==> config.mk <==
export PLATFORM = sky130hd
export DESIGN_NAME = mtr_ctrl
export DESIGN_NICKNAME = d
export VERILOG_FILES = /design/src/rtl/core/mtr_pkg.sv /design/src/rtl/core/mtr_ctrl.sv
export SDC_FILE = /design/constraint.sdc
export NUM_CORES = 1
export LEC_CHECK = 0
export BUFFER_PORTS_ARGS = -buffer_cell sky130_fd_sc_hd__buf_2
export CAP_MARGIN = 20
export CORE_AREA = 4 4 41 43
export CTS_CLUSTER_DIAMETER = 30
export DETAILED_ROUTE_END_ITERATION = 7
export DIE_AREA = 0 0 45 47
export PLACE_DENSITY = 0.43
export SLEW_MARGIN = 20
export SYNTH_ARGS = -nofsm -noshare
export SYNTH_HDL_FRONTEND = slang
export SYNTH_SLANG_ARGS = --single-unit
==> constraint.sdc <==
create_clock -name clk_i -period 1.7 [get_ports clk_i]
set_clock_uncertainty 0.15 [all_clocks]
set_input_delay 0.085 -clock clk_i [delete_from_list [all_inputs] [get_ports clk_i]]
set_output_delay 0.085 -clock clk_i [all_outputs]
set_load 0.02 [all_outputs]
==> src/rtl/core/mtr_pkg.sv <==
// shared types and constants for the mandelbrot tile renderer
package mtr_pkg;

  localparam int unsigned ROW_W   = 6;
  localparam int unsigned COL_W   = 7;
  localparam int unsigned FB_W    = 13;
  localparam int unsigned COUNT_W = 6;
  localparam int unsigned WORD_W  = 16;
  localparam int unsigned COORD_W = 32;
  localparam int unsigned STEP_W  = 31;
  localparam int unsigned PADDR_W = 4;
  localparam int unsigned PDATA_W = 32;

  localparam logic [COORD_W-1:0] ORIGIN_REAL_RST = 32'hFFFD_8000;
  localparam logic [COORD_W-1:0] ORIGIN_IMAG_RST = 32'h0001_2000;
  localparam logic [STEP_W-1:0]  STEP_SIZE_RST   = 31'd2456;

  localparam logic [WORD_W-1:0] TILE_BASE     = 16'h1C00;
  localparam logic [WORD_W-1:0] ESCAPE_OFFSET = 16'd33;
  localparam logic [WORD_W-1:0] BOUNDED_CODE  = 16'd32;

  localparam logic [1:0] REG_ORIGIN_REAL = 2'd0;
  localparam logic [1:0] REG_ORIGIN_IMAG = 2'd1;
  localparam logic [1:0] REG_STEP_SIZE   = 2'd2;

  typedef struct packed {
    logic load;
    logic upd_z;
    logic mul;
    logic inc;
    logic finish;
    logic emit;
  } cmd_t;

  typedef struct packed {
    logic escape;
    logic last;
  } status_t;

endpackage

==> src/rtl/core/mtr_ctrl.sv <==
// sequencing state machine for the escape-time iteration
module mtr_ctrl (
  input  logic             clk_i,
  input  logic             rst_ni,
  input  logic             in_valid_i,
  output logic             in_ready_o,
  output logic             out_valid_o,
  input  logic             out_ready_i,
  input  mtr_pkg::status_t status_i,
  output mtr_pkg::cmd_t    cmd_o
);

  typedef enum logic [2:0] {
    ST_IDLE,
    ST_ZUPD,
    ST_MUL,
    ST_TEST,
    ST_DONE
  } state_e;

  state_e state_q, state_d;
  logic   out_valid_q, out_valid_d;
  logic   out_free;

  assign out_free    = !out_valid_q || out_ready_i;
  assign in_ready_o  = (state_q == ST_IDLE);
  assign out_valid_o = out_valid_q;

  always_comb begin
    state_d = state_q;
    cmd_o   = '0;
    case (state_q)
      ST_IDLE: begin
        if (in_valid_i) begin
          cmd_o.load = 1'b1;
          state_d    = ST_ZUPD;
        end
      end
      ST_ZUPD: begin
        cmd_o.upd_z = 1'b1;
        state_d     = ST_MUL;
      end
      ST_MUL: begin
        cmd_o.mul = 1'b1;
        state_d   = ST_TEST;
      end
      ST_TEST: begin
        if (status_i.escape || status_i.last) begin
          cmd_o.finish = 1'b1;
          state_d      = ST_DONE;
        end else begin
          cmd_o.upd_z = 1'b1;
          cmd_o.inc   = 1'b1;
          state_d     = ST_MUL;
        end
      end
      ST_DONE: begin
        if (out_free) begin
          cmd_o.emit = 1'b1;
          state_d    = ST_IDLE;
        end
      end
      default: state_d = ST_IDLE;
    endcase
  end

  always_comb begin
    out_valid_d = out_valid_q;
    if (cmd_o.emit) begin
      out_valid_d = 1'b1;
    end else if (out_ready_i) begin
      out_valid_d = 1'b0;
    end
  end

  always_ff @(posedge clk_i or negedge rst_ni) begin
    if (!rst_ni) begin
      state_q     <= ST_IDLE;
      out_valid_q <= 1'b0;
    end else begin
      state_q     <= state_d;
      out_valid_q <= out_valid_d;
    end
  end

`ifndef SYNTHESIS
  a_one_cmd: assert property (@(posedge clk_i) disable iff (!rst_ni)
    $onehot0({cmd_o.load, cmd_o.upd_z, cmd_o.mul, cmd_o.finish, cmd_o.emit}))
    else $error("more than one datapath command");

  a_emit_free: assert property (@(posedge clk_i) disable iff (!rst_ni)
    cmd_o.emit |-> (!out_valid_q || out_ready_i))
    else $error("result overwritten before transfer");

  a_load_start: assert property (@(posedge clk_i) disable iff (!rst_ni)
    (in_valid_i && in_ready_o) |=> (state_q == ST_ZUPD && !in_ready_o))
    else $error("tile transfer did not start iteration");

  a_finish_done: assert property (@(posedge clk_i) disable iff (!rst_ni)
    cmd_o.finish |=> (state_q == ST_DONE && !in_ready_o))
    else $error("finish not followed by result hand-off");
`endif

endmodule

==> impl_metrics.toml, run 1 <==
[global_routing]
grt_pass1_wl_um = 931
grt.total_usage_pct = 6.42
grt_pass1_vias = 252
grt_max_degree = 10
antenna_found_initial = 0
overflow = 0

[die]
start_util_pct = 19.1
die_h_um = 47
die_x_um = 45
die_area_um2 = 2120
rows = 13
core_um2 = 1300
io_pins = 14

[cells_and_area]
diodes = 0
area_growth_pct = 43.2
nFillCells = 149
fin_nets = 49
drive_gt1_share_pct = 51.2
layout_common_cells = "buf_2 (13), nor2_1 (4), nor3_1 (3), clkbuf_4 (3), dfrtp_1 (3)"
final_common_cell = "buf_2"

[timing]
worst_pin_slew_ps = 287
whs_ps = 18.0
setup_slack_ps = 97.4
max_freq_mhz = 624
hold_viol = 0
relSlewSlack_pct = 80.6
finalSetupTns_ps = 0
final-max-slew-violation-count = 0
period_share_pct = 94.3
finalCriticalPeriod_ps = 1600
rsz0062_at_grt = "no"
finalSetupViolCount = 0

[flow_run]
maxCapViolCount = 0

[critical_path]
critical_path_class = "flip-flop to output pin"
critPathArrivalTime_ps = 1370
start_kind = "flip-flop"
cp.required_ps = 1460
critPathMaxStageDelay_ps = 440
worstSetupEndpointType = "output pin"
crit_chain = "or3b_4, nor2b_2, buf_2"
cp_slowest_cell = "dfrtp_2"
path_max_fanout = 9

[pwr]
power.internal_mw = 0.355
p_seq_share_pct = 31.2
switching_power_mw = 0.292
pwr-share-clk_pct = 17.7
finalPower_mw = 0.646
p_comb_share_pct = 51.1
sw_frac_of_total_pct = 45.1
p_leak_nw = 0.189
power_density_nw_per_um2 = 1810
ir_drop_uv = 572

[synth]
ys_ff_latch = 4
syn_area_um2 = 249
synth.distinct_cells = 15
syn_inst = 26
synth_warnings = 0
synth-seq-area-share_pct = 40.2
syn_nets = 32
synth_area_per_cell_um2 = 9.58

[worst_hold_path]
hold_class = "input port to flip-flop"

[route]
drt_iter0_drc = 0
vias = 232
antenna_left = 0
wire_per_inst_um = 9.79
drt_pass1_iterations = 1
drc = 0
via_per_inst = 4.14
routed_wl_um = 548

[cts]
cts_tree = "built"
cts.sinks = 4
htreeDepth = 1
cts_buffer_depth = 2
postCtsSetupBuffers = 0
clk_latency_ps = 230
clk_pin_slew_worst_paths_ps = 40
cts-buffers-inserted = 3
clock-root-buffer = "clkbuf_4"

[placed_design]
place_ws_ps = 314
dp_hpwl_um = 443
globalplace.congestion = 0.691
port_buffers = 13

[status]
status = "complete, no violations"
==> worst max-delay path, delay by kind of cell, from the launching register on <==
family                 cells  cell delay (ps)
flip-flops                 1              440
buffers and inverters      1              160
AND/OR/NAND/NOR            2              530
==> flip-flops by register name (all words and copies together) (netlist names) <==
name,flops
out_valid_o,1
state_q,3
==> power by group through the flow <==
stage | clock network, mW | registers, mW | logic, mW
floorplan | 0 | 0.182 | 0.279
global placement | 0 | 0.203 | 0.327
detailed placement | 0 | 0.201 | 0.328
CTS | 0.123 | 0.200 | 0.332
global route | 0.127 | 0.215 | 0.363
finish | 0.114 | 0.202 | 0.330
==> layout make-up <==
class	instances	area, um2	share of cell area (%)
clock buffers	3	22.5	6.32
multi-input cells	19	129	36.1
flip-flops and latches	4	101	28.4
well taps	15	18.8	5.26
repair buffers	15	85.1	23.9
==> cells in the mapped netlist <==
cell	count	area share, %
and2_1	1	2.5
and3b_1	1	3.5
dfrtp_1	4	40
o211a_1	1	4.0
nor3_1	3	6.0
buf_4	2	6.0
nand2_1	1	1.5
o21ai_0	2	4.0
or3b_4	1	4.5
buf_6	1	4.5
nor2_1	4	6.0
o22ai_2	1	5.0
nor4b_1	1	3.5
nor2b_2	1	3.5
nand2b_1	2	5.0
==> per-stage QoR <==
stage / utilization [%] / instance area, um2 / instances
after floorplan: - / 249 / 26
after global placement: 23.6 / 307 / 51
after detailed placement: 23.6 / 307 / 51
after CTS: 26.8 / 349 / 56
after global routing: 27.4 / 357 / 56
final: 27.4 / 357 / 56
==> path summary, 6_finish.rpt <==
kind | startpoint | endpoint | slack [ps] | depth (start not counted)
worst max-delay path | state_q[0]$_DFFE_PN0P_ | cmd_o[0] | 100 | 3
worst min-delay path | out_ready_i | out_valid_o$_DFFE_PN0P_ | 20 | 3
worst max register to register | state_q[0]$_DFFE_PN0P_ | state_q[2]$_DFFE_PN0P_ | 510 | 2
worst min register to register | state_q[2]$_DFFE_PN0P_ | state_q[0]$_DFFE_PN0P_ | 370 | 1
max in group asynchronous | rst_ni | state_q[0]$_DFFE_PN0P_ | 1240 | 2
min in group asynchronous | rst_ni | out_valid_o$_DFFE_PN0P_ | 30 | 2
==> routing by layer <==
metal / global-route usage (%) / routed length [um] / up-vias
li1: - / - / 120
met1: 5.96 / 207 / 102
met2: 9.89 / 280 / 8
met3: 1.92 / 43 / 2
met4: 8.77 / 17 / 0
met5: 0 / 0 / -
==> timing repair <==
action                                  CTS  global route
hold buffers                              2             0
endpoints found under the hold margin     5             0
endpoints found under the setup margin    0             2
gates resized for setup                   0             2
==> kinds of logic (layout without fill, tap and decap cells) <==
group / Yosys count / after routing / synth area share (%)
AOI/OAI and AO/OA: 4 / 4 / 13.1
buffers and inverters: 3 / 18 / 10.6
DFF: 4 / 4 / 40.2
and+or+nand+nor: 15 / 15 / 36.2
(Power assumes the default switching activity.)
==> run 2: changes to the inputs <==
--- a/config.mk
+++ b/config.mk
@@ -12,6 +12,7 @@
 export DETAILED_ROUTE_END_ITERATION = 7
 export DIE_AREA = 0 0 45 47
 export PLACE_DENSITY = 0.43
+export RECOVER_POWER = 25
 export SLEW_MARGIN = 20
 export SYNTH_ARGS = -nofsm -noshare
 export SYNTH_HDL_FRONTEND = slang
==> run 2 against run 1 <==
Final cell count stayed put. Largest cell class unchanged. Die area unchanged. Critical path depth unchanged. Sequential share of layout area rose by 0.10 points. Critical endpoint unchanged.
==> impl_metrics.toml, run 2 (synthesis gave the netlist of run 1 again) <==
[status]
status = "complete, no violations"

[cts]
clk_latency_ps = 230
htreeDepth = 1
clk_pin_slew_worst_paths_ps = 40
postCtsSetupBuffers = 0
cts.sinks = 4
clock-root-buffer = "clkbuf_4"
cts-buffers-inserted = 3
cts_buffer_depth = 2
cts_tree = "built"

[cells_and_area]
area_growth_pct = 42.7
final_common_cell = "buf_2"
seq_area_um2 = 101
largest_reg_flops = 3
layout_common_cells = "buf_2 (12), nor2_1 (4), nor3_1 (3), clkbuf_4 (3), dfrtp_1 (3)"
nFillCells = 150
diodes = 0
design_area_um2 = 355
fin_nets = 49
multi_input_area_um2 = 129
final_util_pct = 27.3
drive_gt1_share_pct = 48.8
top_register = "state_q"

[worst_hold_path]
hold_class = "input port to flip-flop"
hold_depth = 3
min_delay_worst_endpoint = "out_valid_o$_DFFE_PN0P_"
hp-start = "out_ready_i"

[global_routing]
overflow = 0
grt_pass1_vias = 252
grt_max_degree = 10
grt_pass1_wl_um = 931
grt.total_usage_pct = 6.42
antenna_found_initial = 0

[critical_path]
cp_slowest_cell = "dfrtp_2"
path_max_fanout = 9
worstSetupEndpointType = "output pin"
critPathMaxStageDelay_ps = 440
worst-r2r-cell-count = 2
start_kind = "flip-flop"
rr_startpoint = "state_q[0]$_DFFE_PN0P_"
cp.required_ps = 1460
r2r_slack_ps = 510
crit_chain = "or3b_4, nor2b_2, buf_2"
critPathArrivalTime_ps = 1370
r2r-end = "state_q[2]$_DFFE_PN0P_"
critical_path_class = "flip-flop to output pin"

[route]
vias = 232
antenna_left = 0
drc = 0
drt_iter0_drc = 0
wire_per_inst_um = 9.75
drt_pass1_iterations = 1
routed_wl_um = 546
via_per_inst = 4.14

[die]
start_util_pct = 19.1
rows = 13
die_x_um = 45
die_h_um = 47
core_um2 = 1300
io_pins = 14
die_area_um2 = 2120

[placed_design]
globalplace.congestion = 0.691
port_buffers = 13
dp_hpwl_um = 443
place_area_um2 = 307
place_ws_ps = 314

[timing]
worst_pin_slew_ps = 287
relSlewSlack_pct = 80.6
rsz0062_at_grt = "no"
period_share_pct = 94.3
setup_slack_ps = 97.4
finalSetupViolCount = 0
hold_viol = 0
max_freq_mhz = 624
finalCriticalPeriod_ps = 1600
finalSetupTns_ps = 0
final-max-slew-violation-count = 0

[pwr]
power_density_nw_per_um2 = 1820
finalPower_mw = 0.646
p_leak_nw = 0.186
ir_drop_uv = 572

[flow_run]
maxCapViolCount = 0
[run 2: timing repair]
item                                    4_1_cts  5_1_grt
gates resized for setup                       0        2
hold buffers                                  2        0
endpoints found under the setup margin        0        2
endpoints found under the hold margin         5        0
[run 2: how the worst max path moves through the flow]
stage / from / end / slack, ps / cells past startpoint
6_report: state_q[0]$_DFFE_PN0P_ / cmd_o[0] / 100 / 3
4_1_cts: state_q[0]$_DFFE_PN0P_ / cmd_o[0] / 60 / 3
3_3_place_gp: state_q[0]$_DFFE_PN0P_ / cmd_o[0] / 330 / 3
3_5_place_dp: state_q[0]$_DFFE_PN0P_ / cmd_o[0] / 310 / 3
2_1_floorplan: state_q[0]$_DFFE_PN0P_ / cmd_o[5] / 120 / 3
5_1_grt: state_q[0]$_DFFE_PN0P_ / cmd_o[0] / 10 / 3
[run 2: per-layer routing]
metal,global-route usage (%),up-vias,routed length [um],part of all wire [%]
met5,0,-,0,0
met4,8.77,0,17,3.1
met3,1.92,2,43,7.9
met2,9.89,8,280,51
met1,5.96,102,205,38
li1,-,120,-,-
[run 2: area by class of cell]
class | count | share of cell area, %
timing repair buffer | 15 | 23.6
multi-input combinational | 19 | 36.3
tap | 15 | 5.28
clock buffer | 3 | 6.34
sequential | 4 | 28.5
[run 2: worst max-delay path, delay by kind of cell (launching register included)]
family	cells	cell delay, ps
buffers and inverters	1	160
DFF	1	440
and+or+nand+nor	2	530
[run 2: power breakdown]
part | leakage [nW] | internal, mW | switching, mW
Clock | 0.0138 | 0.0787 | 0.0356
Combinational | 0.123 | 0.135 | 0.194
Sequential | 0.0497 | 0.140 | 0.0616
Total | 0.186 | 0.354 | 0.292
[run 2: through the flow]
step	hold slack, ps	std cells
2_1_floorplan	-361	26
3_3_place_gp	-256	51
3_5_place_dp	-261	51
4_1_cts	14.7	56
5_1_grt	30.3	56
6_report	18.0	56
